**config.mk**
```make
export PLATFORM = sky130hd
export DESIGN_NAME = tmpr_queue
export DESIGN_NICKNAME = d
export VERILOG_FILES = /design/src/rtl/tmpr_pkg.sv /design/src/rtl/tmpr_queue.sv
export SDC_FILE = /design/constraint.sdc
export NUM_CORES = 1
export LEC_CHECK = 0
export BUFFER_PORTS_ARGS = -buffer_cell sky130_fd_sc_hd__buf_2
export CORE_MARGIN = 2
export CORE_UTILIZATION = 50
export CTS_CLUSTER_DIAMETER = 50
export CTS_CLUSTER_SIZE = 12
export DETAILED_ROUTE_END_ITERATION = 10
export GPL_ROUTABILITY_DRIVEN = 0
export PLACE_DENSITY = 0.7
export SLEW_MARGIN = 30
export SYNTH_ARGS = -nofsm -noshare
export SYNTH_HDL_FRONTEND = slang
export SYNTH_SLANG_ARGS = --single-unit
```
**constraint.sdc**
```tcl
create_clock -name clk -period 3.35 [get_ports clk]
set_input_delay 0.335 -clock clk [delete_from_list [all_inputs] [get_ports clk]]
set_output_delay 0.335 -clock clk [all_outputs]
set_load 0.01 [all_outputs]
```
**src/rtl/tmpr_pkg.sv**
```systemverilog
// shared types, constants and palette for the text mode pixel renderer
`default_nettype none

package tmpr_pkg;

  // default screen and glyph geometry
  localparam int DEF_TEXT_COLS    = 50;
  localparam int DEF_TEXT_ROWS    = 30;
  localparam int DEF_GLYPH_WIDTH  = 9;
  localparam int DEF_GLYPH_HEIGHT = 9;

  // glyphs in the font
  localparam int GLYPH_COUNT = 256;

  // input field widths
  localparam int OPCODE_W   = 2;
  localparam int CELL_IDX_W = 11;
  localparam int CODE_W     = 8;
  localparam int ATTR_W     = 8;
  localparam int GROW_W     = 4;
  localparam int ROW_BITS_W = 9;
  localparam int PIX_W      = 9;
  localparam int COLOR_W    = 16;
  localparam int CELL_W     = CODE_W + ATTR_W;
  localparam int RB_IDX_W   = $clog2(ROW_BITS_W);

  // input tdata layout, lowest field first
  localparam int CELL_IDX_LSB = 0;
  localparam int CODE_LSB     = CELL_IDX_LSB + CELL_IDX_W;
  localparam int ATTR_LSB     = CODE_LSB + CODE_W;
  localparam int GROW_LSB     = ATTR_LSB + ATTR_W;
  localparam int ROW_BITS_LSB = GROW_LSB + GROW_W;
  localparam int PX_LSB       = ROW_BITS_LSB + ROW_BITS_W;
  localparam int PY_LSB       = PX_LSB + PIX_W;
  localparam int IN_FIELDS_W  = PY_LSB + PIX_W;
  localparam int IN_TDATA_W   = ((IN_FIELDS_W + 7) / 8) * 8;
  localparam int OUT_TDATA_W  = COLOR_W;

  // opcodes carried on in_tuser
  localparam logic [OPCODE_W-1:0] OP_CELL   = 2'd0;
  localparam logic [OPCODE_W-1:0] OP_GLYPH  = 2'd1;
  localparam logic [OPCODE_W-1:0] OP_RENDER = 2'd2;

  // command kinds between front and back
  localparam int KIND_W = 2;
  typedef enum logic [KIND_W-1:0] {
    K_CELL,
    K_GLYPH,
    K_RENDER,
    K_BLACK
  } kind_t;

  // command queue
  localparam int QUEUE_DEPTH = 4;
  localparam int QPTR_W      = $clog2(QUEUE_DEPTH);
  localparam int QCNT_W      = $clog2(QUEUE_DEPTH + 1);

  typedef struct packed {
    logic [QCNT_W-1:0] count;
    logic              empty;
  } q_stat_t;

  // rgb565 color components
  localparam logic [COLOR_W-1:0] BLUE_LO   = 16'h0015;
  localparam logic [COLOR_W-1:0] GREEN_LO  = 16'h0540;
  localparam logic [COLOR_W-1:0] RED_LO    = 16'ha800;
  localparam logic [COLOR_W-1:0] GREEN_DIM = 16'h02a0;
  localparam logic [COLOR_W-1:0] RED_DIM   = 16'h5000;
  localparam logic [COLOR_W-1:0] BLUE_DIM  = 16'h000a;
  localparam logic [COLOR_W-1:0] BLUE_HI   = 16'h001f;
  localparam logic [COLOR_W-1:0] GREEN_HI  = 16'h07e0;
  localparam logic [COLOR_W-1:0] RED_HI    = 16'hf800;

  // 16 color ega palette in rgb565
  function automatic logic [COLOR_W-1:0] palette565(input logic [3:0] idx);
    logic [COLOR_W-1:0] c;
    case (idx)
      4'd0:  c = '0;
      4'd1:  c = BLUE_LO;
      4'd2:  c = GREEN_LO;
      4'd3:  c = GREEN_LO | BLUE_LO;
      4'd4:  c = RED_LO;
      4'd5:  c = RED_LO | BLUE_LO;
      4'd6:  c = RED_LO | GREEN_DIM;
      4'd7:  c = RED_LO | GREEN_LO | BLUE_LO;
      4'd8:  c = RED_DIM | GREEN_DIM | BLUE_DIM;
      4'd9:  c = RED_DIM | GREEN_DIM | BLUE_HI;
      4'd10: c = RED_DIM | GREEN_HI | BLUE_DIM;
      4'd11: c = RED_DIM | GREEN_HI | BLUE_HI;
      4'd12: c = RED_HI | GREEN_DIM | BLUE_DIM;
      4'd13: c = RED_HI | GREEN_DIM | BLUE_HI;
      4'd14: c = RED_HI | GREEN_HI | BLUE_DIM;
      4'd15: c = RED_HI | GREEN_HI | BLUE_HI;
      default: c = '0;
    endcase
    return c;
  endfunction

endpackage

`default_nettype wire

```
**src/rtl/tmpr_queue.sv**
```systemverilog
// short command queue between front and back
`default_nettype none

module tmpr_queue #(
  parameter int WIDTH = 8
) (
  input  wire logic             clk,
  input  wire logic             rst_n,
  input  wire logic             push,
  input  wire logic [WIDTH-1:0] push_data,
  input  wire logic             pop,
  output logic [WIDTH-1:0]      head_data,
  output tmpr_pkg::q_stat_t     q_stat
);

  logic [WIDTH-1:0]            entry_r [tmpr_pkg::QUEUE_DEPTH];
  logic [tmpr_pkg::QPTR_W-1:0] wptr_r;
  logic [tmpr_pkg::QPTR_W-1:0] rptr_r;
  logic [tmpr_pkg::QCNT_W-1:0] count_r;
  logic                        do_pop;

  assign do_pop = pop && (count_r != '0);

  // storage
  always_ff @(posedge clk) begin
    if (push) begin
      entry_r[wptr_r] <= push_data;
    end
  end

  // pointers and fill count
  always_ff @(posedge clk) begin
    if (!rst_n) begin
      wptr_r  <= '0;
      rptr_r  <= '0;
      count_r <= '0;
    end else begin
      if (push) begin
        wptr_r <= (wptr_r == tmpr_pkg::QPTR_W'(tmpr_pkg::QUEUE_DEPTH - 1)) ? '0
                  : wptr_r + 1'b1;
      end
      if (do_pop) begin
        rptr_r <= (rptr_r == tmpr_pkg::QPTR_W'(tmpr_pkg::QUEUE_DEPTH - 1)) ? '0
                  : rptr_r + 1'b1;
      end
      if (push && !do_pop) begin
        count_r <= count_r + 1'b1;
      end else if (do_pop && !push) begin
        count_r <= count_r - 1'b1;
      end
    end
  end

  assign head_data    = entry_r[rptr_r];
  assign q_stat.count = count_r;
  assign q_stat.empty = (count_r == '0);

endmodule

`default_nettype wire

```
==> impl_metrics.tcl <==
set metrics [dict create \
    critical_path.max_fanout 8 \
    wl_per_cell_um 14.8 \
    drive_above_1_share_pct 32.8 \
    synth_nets 106 \
    cts.clk_slew.worst_paths_ps 110 \
    slew_violations 0 \
    ys_types 21 \
    synthMuxAreaShare_pct 13.0 \
    syn_area_per_cell_um2 18.6 \
    n_fill_cell 243 \
    die_h_um 61.0 \
    layout.nets 134 \
    drc 0 \
    antenna_found_initial 0 \
    clk_latency_ps 340 \
    synthAdderAreaFrac_pct 5.86 \
    powerDensity_nw_per_um2 668 \
    drtIter0Drc 23 \
    critPathArrivalTime_ps 1750 \
    ys_seq_elements 41 \
    antenna_cells_inserted 0 \
    setup_violations 0 \
    via_per_inst 5.01 \
    min_from "push_data[6]" \
    initial_core_util_pct 52.7 \
    drt-pass1-iter-count 3 \
    dp_hpwl_mm 1.62 \
    cts_buffer_depth 2 \
    fp-row-count 20 \
    cp-end-kind "primary output" \
    fin_crit_sh_pct 62.1 \
    cts_root_buffer "clkbuf_4" \
    grt_max_degree 13 \
    irDropWorstVdd_v 0.000402 \
    die-area_um2 3710 \
    areaGrowthSynthToFinish_pct 14.1 \
    fmax_ghz 0.481 \
    finClkSkew_ps 6.92 \
    max_slew_margin_pct 64.2 \
    r2r-start "count_r[1]" \
    cts_resized 0 \
    cts_tree "built" \
    r2r_slack_ps 1310 \
    cp.required_ps 3010 \
    synth.yosys.seq_area_share_pct 70.4 \
    synthesis.instances 87 \
    vias 802 \
    synth_area_um2 1620 \
    yosys.area_share.simple_pct 5.32 \
    post_cts_buffers 0 \
    outcome "completed" \
    portBuffers 23 \
    synth_xor_xnor_area_share_pct 1.08 \
    first_global_vias 805 \
    synth_warnings 0 \
    ant_nets 0 \
    utilization_pct 60.1 \
    synth_compound_area_share_pct 2.70 \
    maxCapViolCount 0 \
    critPathLaunchType "register" \
    tns_ps 0 \
    core_um2 3080 \
    h-tree-depth 2 \
    grt_util_all_layers_pct 15.4 \
    die_x_um 61.0 \
    grt-ovfl-total 0 \
    ioPinCount 24 \
    whs_path_depth 1 \
    synth_top_family_by_area "multiplexers" \
    critical_path_class "register to primary output" \
    cts_buffers 5 \
    worst_pin_slew_ps 536 \
    leakagePower_nw 0.674 \
    grt_pass1_wl_mm 3.75 \
    final.min_clock_period_ps 2080 \
    hold_buffers 0 \
    r2r_cells 7 \
    rsz0062_at_grt "no" \
    cts.sinks 41 \
    hold_path.class "input pin to register" \
    wl_mm 2.37 \
    hold_viol 0 \
]
[metrics by stage]
| stage | cell area [um2] | cells | setup WS, ps | power [mW] | hold WS [ps] |
|---|---|---|---|---|---|
| global placement | 1780 | 152 | 1390 | 0.941 | 522 |
| detailed placement | 1780 | 152 | 1310 | 0.950 | 538 |
| global route | 1850 | 160 | 1100 | 1.31 | 185 |
| CTS | 1850 | 160 | 1200 | 1.25 | 188 |
| floorplan | 1620 | 87 | 1390 | 0.864 | 434 |
| finish | 1850 | 160 | 1270 | 1.24 | 197 |
[state kept, by name, summed over array words and instances (netlist names), named ones only]
name	flops
wptr_r	2
rptr_r	2
count_r	3
entry_r	32
[path summary, 6_finish.rpt]
check             endpoint
max           head_data[6]
min          entry_r[3][6]
max reg2reg     count_r[2]
min reg2reg      rptr_r[1]
[logic make-up (layout without fill, tap and decap cells)]
group           after synthesis  in the layout
simple gates                 16             16
mux                          11             11
xor+xnor                      2              2
flops                        41             41
fa+ha+maj                     7              7
compound gates                5              5
buf+inv                       5             34
[cell usage after synthesis]
master | instances | area, um2
or3_1 | 1 | 6.26
and2_1 | 5 | 31.3
nand2_1 | 2 | 7.51
edfxtp_1 | 32 | 961
o31ai_4 | 1 | 21.3
o21ai_0 | 3 | 15.0
mux4_2 | 8 | 180
nand3_1 | 2 | 10.0
nor3_1 | 1 | 5.00
mux2i_1 | 3 | 30.0
nor2_1 | 2 | 7.51
fa_1 | 1 | 20.0
buf_6 | 1 | 11.3
ha_1 | 6 | 75.1
nor2b_1 | 3 | 18.8
xnor2_1 | 1 | 8.76
clkbuf_2 | 1 | 5.00
dfxtp_1 | 9 | 180
inv_1 | 3 | 11.3
xor2_1 | 1 | 8.76
a21boi_1 | 1 | 7.51
[layout by cell type, fill, tap and decap left out, drive strengths merged, types with 2 or more instances in the layout]
master and instances:
and2 5, buf 23, clkbuf 6, dfxtp 9, edfxtp 32, ha 6, inv 3, mux2i 3
mux4 8, nand2 2, nand3 2, nor2 2, nor2b 3, o21ai 3
[critical path, stage by stage, from the launching register on]
cell and delay (ps):
dfxtp_1 670, mux4_2 570, buf_2 150
[routing by layer]
| metal | GRT usage (%) | routed length (um) |
|---|---|---|
| met1 | 17.6 | 1040 |
| met2 | 24.4 | 1150 |
| met3 | 6.82 | 120 |
| met4 | 8.07 | 64 |
| met5 | 0 | 0 |
[final cells by class]
| cell class | count | area (um2) | area share (%) |
|---|---|---|---|
| inverters | 3 | 11.3 | 0.609 |
| well taps | 44 | 55.1 | 2.97 |
| repair buffers | 23 | 115 | 6.22 |
| clock inverters | 2 | 33.8 | 1.83 |
| flip-flops and latches | 41 | 1140 | 61.7 |
| multi-input cells | 41 | 453 | 24.5 |
| clock buffers | 6 | 41.3 | 2.23 |
[power breakdown]
group / switching [mW] / internal, mW / leakage, nW
combinational: 0.117 / 0.155 / 0.266
sequential: 0.0651 / 0.596 / 0.368
clock: 0.148 / 0.155 / 0.0399
total: 0.331 / 0.906 / 0.674
No activity file was read; power rests on OpenSTA's default activity.
