===== config.mk =====
export PLATFORM = sky130hd
export DESIGN_NAME = tmpr_front
export DESIGN_NICKNAME = d
export VERILOG_FILES = /design/src/rtl/tmpr_pkg.sv /design/src/rtl/tmpr_front.sv
export SDC_FILE = /design/constraint.sdc
export NUM_CORES = 1
export LEC_CHECK = 0
export BUFFER_PORTS_ARGS = -buffer_cell sky130_fd_sc_hd__buf_2
export CAP_MARGIN = 20
export CORE_MARGIN = 1
export CORE_UTILIZATION = 55
export CTS_CLUSTER_SIZE = 40
export DETAILED_ROUTE_END_ITERATION = 8
export PLACE_DENSITY = 0.74
export SYNTH_ARGS = -nofsm -noshare
export SYNTH_HDL_FRONTEND = slang
export SYNTH_SLANG_ARGS = --single-unit

===== constraint.sdc =====
create_clock -name clk -period 11.8 [get_ports clk]
set_input_delay 0.59 -clock clk [delete_from_list [all_inputs] [get_ports clk]]
set_output_delay 0.59 -clock clk [all_outputs]
set_load 0.02 [all_outputs]

===== src/rtl/tmpr_pkg.sv =====
// shared types, constants and palette for the text mode pixel renderer
`default_nettype none

package tmpr_pkg;

  // default screen and glyph geometry
  localparam int DEF_TEXT_COLS    = 50;
  localparam int DEF_TEXT_ROWS    = 30;
  localparam int DEF_GLYPH_WIDTH  = 9;
  localparam int DEF_GLYPH_HEIGHT = 9;

  // glyphs in the font
  localparam int GLYPH_COUNT = 256;

  // input field widths
  localparam int OPCODE_W   = 2;
  localparam int CELL_IDX_W = 11;
  localparam int CODE_W     = 8;
  localparam int ATTR_W     = 8;
  localparam int GROW_W     = 4;
  localparam int ROW_BITS_W = 9;
  localparam int PIX_W      = 9;
  localparam int COLOR_W    = 16;
  localparam int CELL_W     = CODE_W + ATTR_W;
  localparam int RB_IDX_W   = $clog2(ROW_BITS_W);

  // input tdata layout, lowest field first
  localparam int CELL_IDX_LSB = 0;
  localparam int CODE_LSB     = CELL_IDX_LSB + CELL_IDX_W;
  localparam int ATTR_LSB     = CODE_LSB + CODE_W;
  localparam int GROW_LSB     = ATTR_LSB + ATTR_W;
  localparam int ROW_BITS_LSB = GROW_LSB + GROW_W;
  localparam int PX_LSB       = ROW_BITS_LSB + ROW_BITS_W;
  localparam int PY_LSB       = PX_LSB + PIX_W;
  localparam int IN_FIELDS_W  = PY_LSB + PIX_W;
  localparam int IN_TDATA_W   = ((IN_FIELDS_W + 7) / 8) * 8;
  localparam int OUT_TDATA_W  = COLOR_W;

  // opcodes carried on in_tuser
  localparam logic [OPCODE_W-1:0] OP_CELL   = 2'd0;
  localparam logic [OPCODE_W-1:0] OP_GLYPH  = 2'd1;
  localparam logic [OPCODE_W-1:0] OP_RENDER = 2'd2;

  // command kinds between front and back
  localparam int KIND_W = 2;
  typedef enum logic [KIND_W-1:0] {
    K_CELL,
    K_GLYPH,
    K_RENDER,
    K_BLACK
  } kind_t;

  // command queue
  localparam int QUEUE_DEPTH = 4;
  localparam int QPTR_W      = $clog2(QUEUE_DEPTH);
  localparam int QCNT_W      = $clog2(QUEUE_DEPTH + 1);

  typedef struct packed {
    logic [QCNT_W-1:0] count;
    logic              empty;
  } q_stat_t;

  // rgb565 color components
  localparam logic [COLOR_W-1:0] BLUE_LO   = 16'h0015;
  localparam logic [COLOR_W-1:0] GREEN_LO  = 16'h0540;
  localparam logic [COLOR_W-1:0] RED_LO    = 16'ha800;
  localparam logic [COLOR_W-1:0] GREEN_DIM = 16'h02a0;
  localparam logic [COLOR_W-1:0] RED_DIM   = 16'h5000;
  localparam logic [COLOR_W-1:0] BLUE_DIM  = 16'h000a;
  localparam logic [COLOR_W-1:0] BLUE_HI   = 16'h001f;
  localparam logic [COLOR_W-1:0] GREEN_HI  = 16'h07e0;
  localparam logic [COLOR_W-1:0] RED_HI    = 16'hf800;

  // 16 color ega palette in rgb565
  function automatic logic [COLOR_W-1:0] palette565(input logic [3:0] idx);
    logic [COLOR_W-1:0] c;
    case (idx)
      4'd0:  c = '0;
      4'd1:  c = BLUE_LO;
      4'd2:  c = GREEN_LO;
      4'd3:  c = GREEN_LO | BLUE_LO;
      4'd4:  c = RED_LO;
      4'd5:  c = RED_LO | BLUE_LO;
      4'd6:  c = RED_LO | GREEN_DIM;
      4'd7:  c = RED_LO | GREEN_LO | BLUE_LO;
      4'd8:  c = RED_DIM | GREEN_DIM | BLUE_DIM;
      4'd9:  c = RED_DIM | GREEN_DIM | BLUE_HI;
      4'd10: c = RED_DIM | GREEN_HI | BLUE_DIM;
      4'd11: c = RED_DIM | GREEN_HI | BLUE_HI;
      4'd12: c = RED_HI | GREEN_DIM | BLUE_DIM;
      4'd13: c = RED_HI | GREEN_DIM | BLUE_HI;
      4'd14: c = RED_HI | GREEN_HI | BLUE_DIM;
      4'd15: c = RED_HI | GREEN_HI | BLUE_HI;
      default: c = '0;
    endcase
    return c;
  endfunction

endpackage

`default_nettype wire


===== src/rtl/tmpr_front.sv =====
// front end: accepts transactions, classifies them and computes store addresses
`default_nettype none

module tmpr_front #(
  parameter int TEXT_COLS    = tmpr_pkg::DEF_TEXT_COLS,
  parameter int TEXT_ROWS    = tmpr_pkg::DEF_TEXT_ROWS,
  parameter int GLYPH_WIDTH  = tmpr_pkg::DEF_GLYPH_WIDTH,
  parameter int GLYPH_HEIGHT = tmpr_pkg::DEF_GLYPH_HEIGHT,
  localparam int CELL_COUNT = TEXT_COLS * TEXT_ROWS,
  localparam int FONT_ROWS  = tmpr_pkg::GLYPH_COUNT * GLYPH_HEIGHT,
  localparam int CELL_AW    = (CELL_COUNT > 1) ? $clog2(CELL_COUNT) : 1,
  localparam int FONT_AW    = $clog2(FONT_ROWS),
  localparam int GX_W       = (GLYPH_WIDTH > 1) ? $clog2(GLYPH_WIDTH) : 1,
  localparam int GY_W       = (GLYPH_HEIGHT > 1) ? $clog2(GLYPH_HEIGHT) : 1,
  localparam int ENTRY_W    = tmpr_pkg::KIND_W + CELL_AW + FONT_AW + tmpr_pkg::CELL_W
                              + GX_W + GY_W
) (
  input  wire logic                            clk,
  input  wire logic                            rst_n,
  input  wire logic                            in_tvalid,
  output logic                                 in_tready,
  input  wire logic [tmpr_pkg::IN_TDATA_W-1:0] in_tdata,
  input  wire logic [tmpr_pkg::OPCODE_W-1:0]   in_tuser,
  input  wire logic                            hold,
  input  wire tmpr_pkg::q_stat_t               q_stat,
  output logic                                 push,
  output logic [ENTRY_W-1:0]                   push_data
);

  // reciprocal for division of a pixel coordinate by the glyph size
  localparam int DIV_SHIFT = tmpr_pkg::PIX_W + 4;
  localparam int PROD_W    = tmpr_pkg::PIX_W + DIV_SHIFT + 1;
  localparam int X_MUL     = (2 ** DIV_SHIFT + GLYPH_WIDTH - 1) / GLYPH_WIDTH;
  localparam int Y_MUL     = (2 ** DIV_SHIFT + GLYPH_HEIGHT - 1) / GLYPH_HEIGHT;
  localparam int SCREEN_W  = TEXT_COLS * GLYPH_WIDTH;
  localparam int SCREEN_H  = TEXT_ROWS * GLYPH_HEIGHT;
  localparam int REM_W     = tmpr_pkg::PIX_W + 5;
  localparam int LIN_W     = tmpr_pkg::PIX_W + 8;
  localparam int FLIN_W    = tmpr_pkg::CODE_W + 5;
  localparam int CRED_W    = tmpr_pkg::QCNT_W + 1;

  logic [tmpr_pkg::CELL_IDX_W-1:0] f_idx;
  logic [tmpr_pkg::CODE_W-1:0]     f_code;
  logic [tmpr_pkg::ATTR_W-1:0]     f_attr;
  logic [tmpr_pkg::GROW_W-1:0]     f_grow;
  logic [tmpr_pkg::ROW_BITS_W-1:0] f_bits;
  logic [tmpr_pkg::PIX_W-1:0]      f_px;
  logic [tmpr_pkg::PIX_W-1:0]      f_py;
  logic [PROD_W-1:0]               prod_x;
  logic [PROD_W-1:0]               prod_y;
  logic [CRED_W-1:0]               credit;
  logic                            accept;
  logic                            keep;
  logic                            offscreen;
  tmpr_pkg::kind_t                 kind;

  logic                            a_valid_r;
  tmpr_pkg::kind_t                 a_kind_r;
  logic [CELL_AW-1:0]              a_idx_r;
  logic [tmpr_pkg::CODE_W-1:0]     a_code_r;
  logic [tmpr_pkg::ATTR_W-1:0]     a_attr_r;
  logic [GY_W-1:0]                 a_grow_r;
  logic [tmpr_pkg::ROW_BITS_W-1:0] a_bits_r;
  logic [tmpr_pkg::PIX_W-1:0]      a_px_r;
  logic [tmpr_pkg::PIX_W-1:0]      a_py_r;
  logic [tmpr_pkg::PIX_W-1:0]      a_col_r;
  logic [tmpr_pkg::PIX_W-1:0]      a_row_r;

  logic [REM_W-1:0]                gx_full;
  logic [REM_W-1:0]                gy_full;
  logic [LIN_W-1:0]                cell_lin;
  logic [FLIN_W-1:0]               font_lin;
  logic [CELL_AW-1:0]              b_cell_addr;
  logic [tmpr_pkg::CELL_W-1:0]     b_wdata;
  logic [ENTRY_W-1:0]              b_entry;

  logic                            b_valid_r;
  logic [ENTRY_W-1:0]              b_data_r;

  // field unpack
  always_comb begin
    f_idx  = in_tdata[tmpr_pkg::CELL_IDX_LSB +: tmpr_pkg::CELL_IDX_W];
    f_code = in_tdata[tmpr_pkg::CODE_LSB +: tmpr_pkg::CODE_W];
    f_attr = in_tdata[tmpr_pkg::ATTR_LSB +: tmpr_pkg::ATTR_W];
    f_grow = in_tdata[tmpr_pkg::GROW_LSB +: tmpr_pkg::GROW_W];
    f_bits = in_tdata[tmpr_pkg::ROW_BITS_LSB +: tmpr_pkg::ROW_BITS_W];
    f_px   = in_tdata[tmpr_pkg::PX_LSB +: tmpr_pkg::PIX_W];
    f_py   = in_tdata[tmpr_pkg::PY_LSB +: tmpr_pkg::PIX_W];
  end

  // credit check: everything in flight in front plus queue fill must fit the queue
  always_comb begin
    credit    = CRED_W'(q_stat.count) + CRED_W'(a_valid_r) + CRED_W'(b_valid_r);
    in_tready = !hold && (credit < CRED_W'(tmpr_pkg::QUEUE_DEPTH));
    accept    = in_tvalid && in_tready;
  end

  // classify the transaction, drop out-of-range writes and unused opcodes
  always_comb begin
    offscreen = (32'(f_px) >= SCREEN_W) || (32'(f_py) >= SCREEN_H);
    keep      = 1'b0;
    kind      = tmpr_pkg::K_RENDER;
    case (in_tuser)
      tmpr_pkg::OP_CELL: begin
        kind = tmpr_pkg::K_CELL;
        keep = 32'(f_idx) < CELL_COUNT;
      end
      tmpr_pkg::OP_GLYPH: begin
        kind = tmpr_pkg::K_GLYPH;
        keep = 32'(f_grow) < GLYPH_HEIGHT;
      end
      tmpr_pkg::OP_RENDER: begin
        kind = offscreen ? tmpr_pkg::K_BLACK : tmpr_pkg::K_RENDER;
        keep = 1'b1;
      end
      default: begin
        keep = 1'b0;
      end
    endcase
  end

  // text column and row by reciprocal multiply
  always_comb begin
    prod_x = PROD_W'(f_px) * PROD_W'(X_MUL);
    prod_y = PROD_W'(f_py) * PROD_W'(Y_MUL);
  end

  // stage a
  always_ff @(posedge clk) begin
    if (!rst_n) begin
      a_valid_r <= 1'b0;
    end else begin
      a_valid_r <= accept && keep;
    end
  end

  always_ff @(posedge clk) begin
    if (accept) begin
      a_kind_r <= kind;
      a_idx_r  <= CELL_AW'(f_idx);
      a_code_r <= f_code;
      a_attr_r <= f_attr;
      a_grow_r <= GY_W'(f_grow);
      a_bits_r <= f_bits;
      a_px_r   <= f_px;
      a_py_r   <= f_py;
      a_col_r  <= prod_x[DIV_SHIFT +: tmpr_pkg::PIX_W];
      a_row_r  <= prod_y[DIV_SHIFT +: tmpr_pkg::PIX_W];
    end
  end

  // glyph offsets, cell address and font address
  always_comb begin
    gx_full  = REM_W'(a_px_r) - REM_W'(a_col_r) * REM_W'(GLYPH_WIDTH);
    gy_full  = REM_W'(a_py_r) - REM_W'(a_row_r) * REM_W'(GLYPH_HEIGHT);
    cell_lin = LIN_W'(a_row_r) * LIN_W'(TEXT_COLS) + LIN_W'(a_col_r);
    font_lin = FLIN_W'(a_code_r) * FLIN_W'(GLYPH_HEIGHT) + FLIN_W'(a_grow_r);
    case (a_kind_r)
      tmpr_pkg::K_CELL:   b_cell_addr = a_idx_r;
      tmpr_pkg::K_RENDER: b_cell_addr = cell_lin[CELL_AW-1:0];
      default:            b_cell_addr = '0;
    endcase
    if (a_kind_r == tmpr_pkg::K_CELL) begin
      b_wdata = {a_attr_r, a_code_r};
    end else begin
      b_wdata = tmpr_pkg::CELL_W'(a_bits_r);
    end
    b_entry = {a_kind_r, b_cell_addr, font_lin[FONT_AW-1:0], b_wdata,
               gx_full[GX_W-1:0], gy_full[GY_W-1:0]};
  end

  // stage b, feeds the queue
  always_ff @(posedge clk) begin
    if (!rst_n) begin
      b_valid_r <= 1'b0;
    end else begin
      b_valid_r <= a_valid_r;
    end
  end

  always_ff @(posedge clk) begin
    if (a_valid_r) begin
      b_data_r <= b_entry;
    end
  end

  assign push      = b_valid_r;
  assign push_data = b_data_r;

endmodule

`default_nettype wire


==> impl_metrics.py, run 1 <==
metrics = {
    "outcome": {
        "status": "finished clean",
    },
    "timing": {
        "rsz0062_at_grt": "false",
        "finalCritPeriodShare_pct": 36.9,
        "slew_headroom_pct": 45.3,
        "final.min_clock_period_ns": 4.36,
        "setup_violations": 0,
        "fmax_mhz": 229,
        "setup_tns_ns": 0,
        "worstMarginPinSlew_ns": 0.821,
        "fin_worst_skew_ns": 0.00496,
        "hold_viol": 0,
        "drv_slew": 0,
    },
    "synthesis": {
        "synth_fp_nets": 989,
        "ys.flop_type": "edfxtp_1",
        "ys_async_sr_fraction_pct": 0,
        "yosysWarnings": 0,
        "synth_top_area_cell": "edfxtp_1",
        "synth_area_leaders": "edfxtp_1 39%, ha_1 24%, fa_1 12%, inv_1 6.1%, xnor2_1 3.6%",
        "synth_top_area_share_pct": 38.9,
        "netlist_area_mm2": 0.00857,
        "yosysSeqAreaShare_pct": 39.4,
        "synth_edf_count": 111,
        "synthCells": 701,
        "synth_cell_types": 51,
        "avgSynthCellArea_um2": 12.2,
        "synth_seq_cells": 113,
    },
    "global_route": {
        "busiest_layer": "met2",
        "overflow": 0,
        "antenna_found_initial": 1,
        "grt_pass1_vias": 5746,
        "met2_usage_pct": 38.4,
        "grt_max_degree": 64,
        "grt_pass1_wl_um": 26600,
        "grt_usage_pct": 21.5,
        "grtUsageMet1_pct": 25.7,
        "grt_use_met3_pct": 4.34,
    },
    "drt": {
        "drc": 0,
        "vias": 5443,
        "drt.antenna.violating_nets": 0,
        "via_per_inst": 5.26,
        "wirelength_um": 16100,
        "wl_per_cell_um": 15.5,
        "drtPass1Iterations": 5,
        "first_iter_violations": 286,
    },
    "power": {
        "total_leakage_power_nw": 4.76,
        "powerDensity_mw_per_mm2": 152,
        "power_mw": 1.50,
        "ir_drop_mv": 0.107,
    },
    "run": {
        "cap_violations": 0,
    },
    "finish": {
        "nFillCells": 1166,
        "fin_util_pct": 65.0,
        "final_common_cell": "ha_1",
        "area_delta_synth_final_pct": 15.3,
        "drive_gt1_share_pct": 18.7,
        "final_cell_mix": "161 x ha_1, 139 x inv_1, 117 x buf_2",
        "num_antenna_cells": 0,
        "num-nets-final": 1122,
    },
    "clock_tree": {
        "cts.sinks": 113,
        "cts_hold_buf": 0,
        "clk_latency_ns": 0.42,
        "clkTransAtPathRegs_ns": 0.05,
        "clockRootBuffer": "clkbuf_16",
        "post_cts_buffers": 0,
        "cts_tree": "done",
        "htree_levels": 4,
        "post_cts_resized": 0,
        "clk_path_buf_depth": 2,
        "cts_made_buffers": 17,
    },
    "place": {
        "port_buffers": 117,
        "gp_congestion": 0.896,
        "dp_hpwl_um": 12900,
    },
    "die": {
        "die-area_mm2": 0.0161,
        "dieWidth_um": 127,
        "fp.coreArea_mm2": 0.0152,
        "rows": 45,
        "die_h_um": 127,
        "ioPinCount": 125,
        "start_util_pct": 56.4,
    },
    "critical_path": {
        "crit_type": "primary input to register",
        "crit_fanout": 6,
        "critPathCaptureType": "register",
        "cp.arrival_ns": 4.52,
        "required_ns": 11.97,
        "cp-start-kind": "primary input",
    },
    "worst_hold_path": {
        "hp-class": "primary input to register",
    },
}
[where the power goes]
| group | switching [mW] | internal, mW | total (mW) | leakage [nW] |
|---|---|---|---|---|
| clock | 0.161 | 0.258 | 0.420 | 0.236 |
| combinational | 0.327 | 0.272 | 0.599 | 3.48 |
| sequential | 0.0104 | 0.475 | 0.486 | 1.05 |
| total | 0.499 | 1.01 | 1.50 | 4.76 |
[area by class of cell]
cell class	instances	area [um^2]	area share (%)
sequential	113	3370	34.2
clock buffer	20	437	4.42
clock inverter	11	48.8	0.494
inverter	139	522	5.28
timing repair buffer	120	608	6.16
multi-input combinational	443	4650	47.1
tap	188	235	2.38
[Yosys cell counts (all sizes together), types with 3 or more instances]
library cell	number
nand3	5
xnor2	35
nand4	3
nor2b	6
clkbuf	6
a31oi	7
and3	4
mux2i	5
and2	10
xor2	6
a21o	20
a211oi	10
mux2	9
inv	139
nand2	13
nor2	27
ha	161
o211ai	3
o21ai	12
nor3	3
fa	53
a21oi	18
edfxtp	111
[metrics by stage]
stage / hold WS, ns / cell area [um^2] / cells / setup slack, ns
finish: 0.349 / 9880 / 1034 / 7.44
global route: 0.347 / 9880 / 1034 / 7.21
CTS: 0.343 / 9880 / 1034 / 7.48
detailed placement: 0.502 / 9390 / 1003 / 7.04
global placement: 0.501 / 9390 / 1003 / 7.14
floorplan: 0.424 / 8570 / 701 / 7.56
[layer usage]
layer  part of all wire (%)  up-vias  wire length [um]
met5                  0.056        -                 9
met4                    1.8        2               292
met3                    4.9       29               794
met2                     50      141              8090
met1                     43     2581              6890
li1                       -     2690                 -
[path summary, 6_finish.rpt]
check	startpoint	to	slack (ns)	cells after the start
max	in_tdata[46]	a_col_r[4]	7.44	14
min	in_tdata[19]	a_attr_r[0]	0.35	1
max reg2reg	a_row_r[1]	push_data[46]	8.46	11
min reg2reg	a_attr_r[5]	push_data[21]	0.51	1
[worst max-delay path, cell delays in order]
cell and delay [ns]:
buf_2 0.15, fa_1 0.57, fa_1 0.46, fa_1 0.51
inv_1 0.05, fa_1 0.53, inv_1 0.05, ha_1 0.31
nand4_1 0.08, o21ai_0 0.35, o211ai_1 0.16, a21oi_1 0.38
a31oi_1 0.18, xnor2_1 0.14
[flip-flops by register name, indices dropped and copies added (netlist names)]
signal,count
a_attr_r,8
a_bits_r,9
a_code_r,8
a_col_r,6
a_grow_r,4
a_idx_r,11
a_kind_r,2
a_px_r,4
a_py_r,4
a_row_r,6
a_valid_r,1
push,1
push_data,49
[cell families (layout without fill, tap and decap cells)]
| family | after synthesis | after routing | synth area share [%] |
|---|---|---|---|
| AND/OR/NAND/NOR | 86 | 86 | 5.32 |
| flip-flops | 113 | 113 | 39.4 |
| adder cells (fa/ha/maj) | 214 | 214 | 35.9 |
| buffers and inverters | 145 | 290 | 6.35 |
| XOR/XNOR | 41 | 41 | 4.19 |
| multiplexers | 14 | 14 | 1.77 |
| AO/OA/AOI/OAI | 88 | 88 | 7.10 |
Power figures use the tool's default switching activity.
==> run 2: changes to the inputs <==
Settings changed: CORE_UTILIZATION 55 to 53, PLACE_DENSITY 0.74 to 0.75.
Clock period 11.8 ns to 3.7 ns, I/O delays scaled along.
==> impl_metrics.py, run 2 (same netlist as run 1, synthesis figures left out) <==
metrics = {
    "outcome": {
        "status": "finished clean",
    },
    "power": {
        "powerDensity_mw_per_mm2": 485,
        "power_mw": 5.23,
        "ir_drop_mv": 0.281,
        "total_leakage_power_nw": 5.19,
    },
    "global_route": {
        "overflow": 0,
        "grt_usage_pct": 21.0,
        "grt_pass1_wl_um": 26600,
        "grt_max_degree": 64,
        "grt_pass1_vias": 5779,
        "antenna_found_initial": 0,
    },
    "finish": {
        "num_antenna_cells": 0,
        "nFillCells": 1156,
        "area_delta_synth_final_pct": 25.9,
        "largest_register_ffs": 49,
        "num-nets-final": 1205,
        "post-route-cell-area_mm2": 0.0108,
        "drive_gt1_share_pct": 23.0,
        "final_common_cell": "ha_1",
        "final_cell_mix": "160 x ha_1, 139 x inv_1, 117 x buf_2",
    },
    "timing": {
        "finalCritPeriodShare_pct": 96.7,
        "fmax_mhz": 280,
        "drv_slew": 0,
        "setup_violations": 0,
        "hold_slack_ns": 0.0264,
        "final.min_clock_period_ns": 3.58,
        "hold_viol": 0,
        "worstMarginPinSlew_ns": 0.781,
        "worst_slack_ns": 0.124,
        "slew_headroom_pct": 48.0,
        "fin_worst_skew_ns": 0.00754,
    },
    "die": {
        "die-area_mm2": 0.0167,
        "fp.coreArea_mm2": 0.0158,
        "die_h_um": 129,
        "ioPinCount": 125,
        "dieWidth_um": 129,
        "start_util_pct": 54.1,
        "rows": 46,
    },
    "clock_tree": {
        "htree_levels": 4,
        "cts_made_buffers": 17,
        "cts.sinks": 113,
        "clk_path_buf_depth": 2,
        "clkTransAtPathRegs_ns": 0.05,
        "clockRootBuffer": "clkbuf_16",
        "clk_latency_ns": 0.40,
        "cts_tree": "done",
    },
    "place": {
        "gp_congestion": 0.856,
        "port_buffers": 117,
        "place_ws_ns": -0.323,
        "dp_hpwl_um": 13000,
        "place_area_mm2": 0.00974,
    },
    "drt": {
        "routed-wl-met2_um": 8730,
        "wl_met3_um": 618,
        "wl_per_cell_um": 14.6,
        "drt.antenna.violating_nets": 0,
        "routed.top_layer": "met4",
        "via_per_inst": 4.99,
        "drtPass1Iterations": 5,
        "vias": 5715,
        "wirelength_um": 16800,
        "first_iter_violations": 163,
        "m1WireLength_um": 7220,
        "drc": 0,
    },
    "critical_path": {
        "r2r-start": "a_row_r[1]",
        "ff2ff_setup_slack_ns": 0.46,
        "reg2reg_to": "push_data[46]",
        "r2r.worst_path.cells": 11,
        "crit_type": "primary input to register",
        "cp.arrival_ns": 3.81,
        "cp-start-kind": "primary input",
        "worstSetupStartpoint": "in_tdata[55]",
        "required_ns": 3.94,
        "worstSetupEndpoint": "a_row_r[3]",
        "critPathCaptureType": "register",
        "crit_fanout": 4,
    },
    "worst_hold_path": {
        "hp-class": "primary input to register",
    },
    "run": {
        "cap_violations": 0,
    },
}
-- run 2: cell count changes in the layout (fill, tap and decap cells not counted), moves of 4 or more --
cell / change
buf_4: +43
bufinv_16: +4
dlygate4sd3_1: +40
fa_1: -4
fa_2: +4
-- run 2: power breakdown --
part | internal [mW] | leakage (nW) | switching, mW
Combinational | 0.979 | 3.85 | 1.05
Clock | 1.11 | 0.291 | 0.536
Sequential | 1.51 | 1.05 | 0.0331
Total | 3.61 | 5.19 | 1.62
-- run 2: layout make-up --
class                      count  area, um^2  share of cell area, %
multi-input combinational    443        4680                   43.4
clock buffer                  19         433                   4.02
timing repair buffer         203        1330                   12.3
inverter                     139         522                   4.84
tap                          216         270                   2.51
clock inverter                13         166                   1.54
sequential                   113        3370                   31.3
-- run 2: worst min path at each step --
stage               slack (ns)     endpoint  cells after the start         start
floorplan                 0.28  a_attr_r[0]                      0  in_tdata[19]
global placement          0.36  a_attr_r[6]                      1  in_tdata[25]
detailed placement        0.36  a_code_r[7]                      1  in_tdata[18]
CTS                       0.01   a_idx_r[5]                      1   in_tdata[5]
global route              0.01   a_idx_r[5]                      1   in_tdata[5]
finish                    0.03    a_valid_r                      2         rst_n
-- run 2: layer usage --
| metal | vias to the layer above | global-route usage (%) |
|---|---|---|
| li1 | 2856 | - |
| met1 | 2690 | 25.4 |
| met2 | 152 | 38.8 |
| met3 | 17 | 3.06 |
| met4 | 0 | 6.02 |
| met5 | - | 0 |
-- run 2: stage by stage --
step,cells,util [%],setup TNS (ns)
after floorplan,701,-,-0.0206
after global placement,1071,61.5,-1.31
after detailed placement,1071,61.5,-2.03
after CTS,1143,67.9,0
after global routing,1146,68.1,-0.0161
final,1146,68.1,0
-- run 2: timing repair --
item                                    in CTS  in global routing
setup buffers                                0                  3
gates resized for setup                      0                  3
hold buffers                                40                  0
endpoints found under the setup margin       0                  2
hold endpoints to repair                    40                  0
-- run 2: worst max-delay path: stages --
cell,delay [ns]
buf_2,0.12
fa_2,0.40
fa_1,0.49
inv_1,0.05
fa_1,0.47
fa_1,0.55
inv_1,0.05
ha_1,0.21
a21o_1,0.18
a21o_1,0.19
a211oi_2,0.27
a21oi_2,0.12
or4_1,0.42
o2111ai_1,0.12
==> run 3: changes to the inputs <==
Settings changed: ABC_AREA set to 1, CORE_UTILIZATION 53 to 54, PLACE_DENSITY 0.75 to 0.76.
==> impl_metrics.py, run 3 <==
metrics = {
    "place": {
        "gp_congestion": 0.880,
        "place_inst": 1279,
        "dp_hpwl_um": 14700,
        "port_buffers": 117,
    },
    "finish": {
        "fin_util_pct": 67.2,
        "area_delta_synth_final_pct": 21.3,
        "instances_no_fill": 1353,
        "largest_register_ffs": 49,
        "num_antenna_cells": 0,
        "final_common_cell": "inv_1",
        "drive_gt1_share_pct": 16.0,
        "num-nets-final": 1408,
        "final_cell_mix": "200 x inv_1, 168 x nand2_1, 161 x ha_1",
    },
    "die": {
        "rows": 47,
        "die-area_mm2": 0.0175,
        "ioPinCount": 125,
        "dieWidth_um": 132,
        "start_util_pct": 55.4,
        "die_h_um": 132,
        "fp.coreArea_mm2": 0.0166,
    },
    "timing": {
        "hold_viol": 0,
        "fin_worst_skew_ns": 0.00840,
        "drv_slew": 0,
        "slew_headroom_pct": 55.4,
        "setup_violations": 0,
        "worstMarginPinSlew_ns": 0.669,
        "rsz0062_at_grt": "false",
        "fmax_mhz": 301,
        "final.min_clock_period_ns": 3.33,
        "finalCritPeriodShare_pct": 89.9,
        "setup_tns_ns": 0,
    },
    "global_route": {
        "overflow": 0,
        "grt_pass1_vias": 6712,
        "grt_pass1_wl_um": 31700,
        "antenna_found_initial": 0,
        "grt_usage_pct": 23.1,
        "grt_max_degree": 51,
    },
    "synthesis": {
        "yosysSeqAreaShare_pct": 36.7,
        "synth_common_cells": "200 x inv_1, 168 x nand2_1, 161 x ha_1",
        "netlist_area_mm2": 0.00919,
        "synthCells": 929,
        "synth_top_area_share_pct": 36.3,
        "yosysWarnings": 0,
        "synth.most_common_cell": "inv_1",
        "synth_fp_nets": 1217,
        "synth_area_leaders": "edfxtp_1 36%, ha_1 22%, fa_1 12%, inv_1 8.2%, nand2_1 6.9%",
        "ys_async_sr_fraction_pct": 0,
        "synth_edf_count": 111,
        "synth_seq_cells": 113,
        "avgSynthCellArea_um2": 9.89,
        "ys.flop_type": "edfxtp_1",
        "synth_cell_types": 41,
        "synth_top_area_cell": "edfxtp_1",
    },
    "drt": {
        "drc": 0,
        "drtPass1Iterations": 5,
        "first_iter_violations": 332,
        "via_per_inst": 4.97,
        "wirelength_um": 19000,
        "vias": 6727,
        "drt.antenna.violating_nets": 0,
        "wl_per_cell_um": 14.1,
    },
    "critical_path": {
        "r2r-start": "a_row_r[1]",
        "worstSetupStartpoint": "in_tdata[55]",
        "ff2ff_setup_slack_ns": 0.75,
        "cp.arrival_ns": 3.49,
        "crit_type": "primary input to register",
        "reg2reg_to": "push_data[46]",
        "cp-start-kind": "primary input",
        "crit_fanout": 4,
        "worstSetupEndpoint": "a_row_r[4]",
        "r2r.worst_path.cells": 15,
        "critPathCaptureType": "register",
        "required_ns": 3.86,
    },
    "power": {
        "powerDensity_mw_per_mm2": 484,
        "switching_share_pct": 36.5,
        "pwr-share-comb_pct": 43.1,
        "ir_drop_mv": 0.366,
        "total_leakage_power_nw": 5.67,
        "switchingPower_mw": 1.97,
        "p_int_mw": 3.42,
        "power.share.clock_pct": 28.4,
        "pwr-share-seq_pct": 28.5,
    },
    "clock_tree": {
        "post_cts_buffers": 0,
        "clockRootBuffer": "clkbuf_16",
        "htree_levels": 4,
        "clkTransAtPathRegs_ns": 0.05,
        "clk_path_buf_depth": 2,
        "cts_tree": "done",
        "clk_latency_ns": 0.41,
        "cts.sinks": 113,
        "cts_made_buffers": 17,
    },
    "run": {
        "cap_violations": 0,
    },
    "outcome": {
        "status": "finished clean",
    },
    "worst_hold_path": {
        "hp-class": "primary input to register",
    },
}
==> run 3: cell types whose count changed after synthesis, sizes merged, moves of 12 or more <==
cell	delta
nand2	+161
inv	+65
nand3	+39
a21oi	+23
xnor2	-23
a21o	-17
o21ai	+16
nor2	+12
==> run 3: cells by family after synthesis <==
group	share of synthesized area, %
buf+inv	8.53
simple gates	13.3
fa+ha+maj	33.5
xor+xnor	2.48
flops	36.7
compound gates	5.47
==> run 3: power groups by stage <==
stage | Clock (mW) | Sequential, mW | Combinational [mW]
floorplan | 0 | 1.56 | 1.75
global placement | 0 | 1.56 | 2.21
detailed placement | 0 | 1.56 | 2.27
CTS | 1.56 | 1.54 | 2.34
global route | 1.61 | 1.54 | 2.69
finish | 1.53 | 1.53 | 2.32
==> run 3: cell type report <==
class	count	area, um^2
clock buffers	20	437
clock inverters	12	118
flip-flops and latches	113	3370
multi-input cells	608	5030
repair buffers	176	1150
fillers	1274	5440
well taps	220	275
inverters	204	766
==> run 3: layer usage <==
metal  GRT usage [%]  up-vias  wire length, um
met3            4.06       26              865
met5               0        -                0
li1                -     3416                -
met4            7.79        0              378
met2            41.2      177             9460
met1            28.2     3108             8340
==> run 3: timing repair <==
| item | in CTS | in global routing |
|---|---|---|
| hold buffers | 42 | 0 |
| hold endpoints to repair | 42 | 0 |
| gates resized for setup | 0 | 0 |
==> run 3: how the worst min path moves through the flow <==
stage | from | endpoint | slack (ns) | cells after the start
CTS | in_tdata[40] | a_px_r[0] | 0.05 | 1
finish | in_tdata[40] | a_px_r[0] | 0.06 | 1
global route | in_tdata[40] | a_px_r[0] | 0.07 | 1
floorplan | rst_n | push | 0.28 | 2
global placement | in_tdata[36] | a_bits_r[5] | 0.36 | 1
detailed placement | in_tdata[32] | a_bits_r[1] | 0.36 | 1
==> run 3: through the flow <==
step | setup WS (ns) | total power, mW | area [um^2] | hold slack [ns]
after global placement | -0.00333 | 3.77 | 10200 | 0.363
after floorplan | 0.190 | 3.31 | 9190 | 0.283
after detailed placement | -0.0464 | 3.83 | 10200 | 0.363
after CTS | 0.401 | 5.43 | 11100 | 0.0476
final | 0.374 | 5.39 | 11100 | 0.0643
after global routing | 0.188 | 5.84 | 11100 | 0.0651
==> run 3: worst max-delay path, stage by stage <==
cell and delay [ns]:
buf_2 0.12, fa_1 0.62, fa_1 0.48, fa_1 0.55, fa_1 0.49, ha_1 0.35
nand2_1 0.06, o21a_1 0.17, o21ai_1 0.18, nand3_1 0.14, nand3_1 0.09, nand2_1 0.05
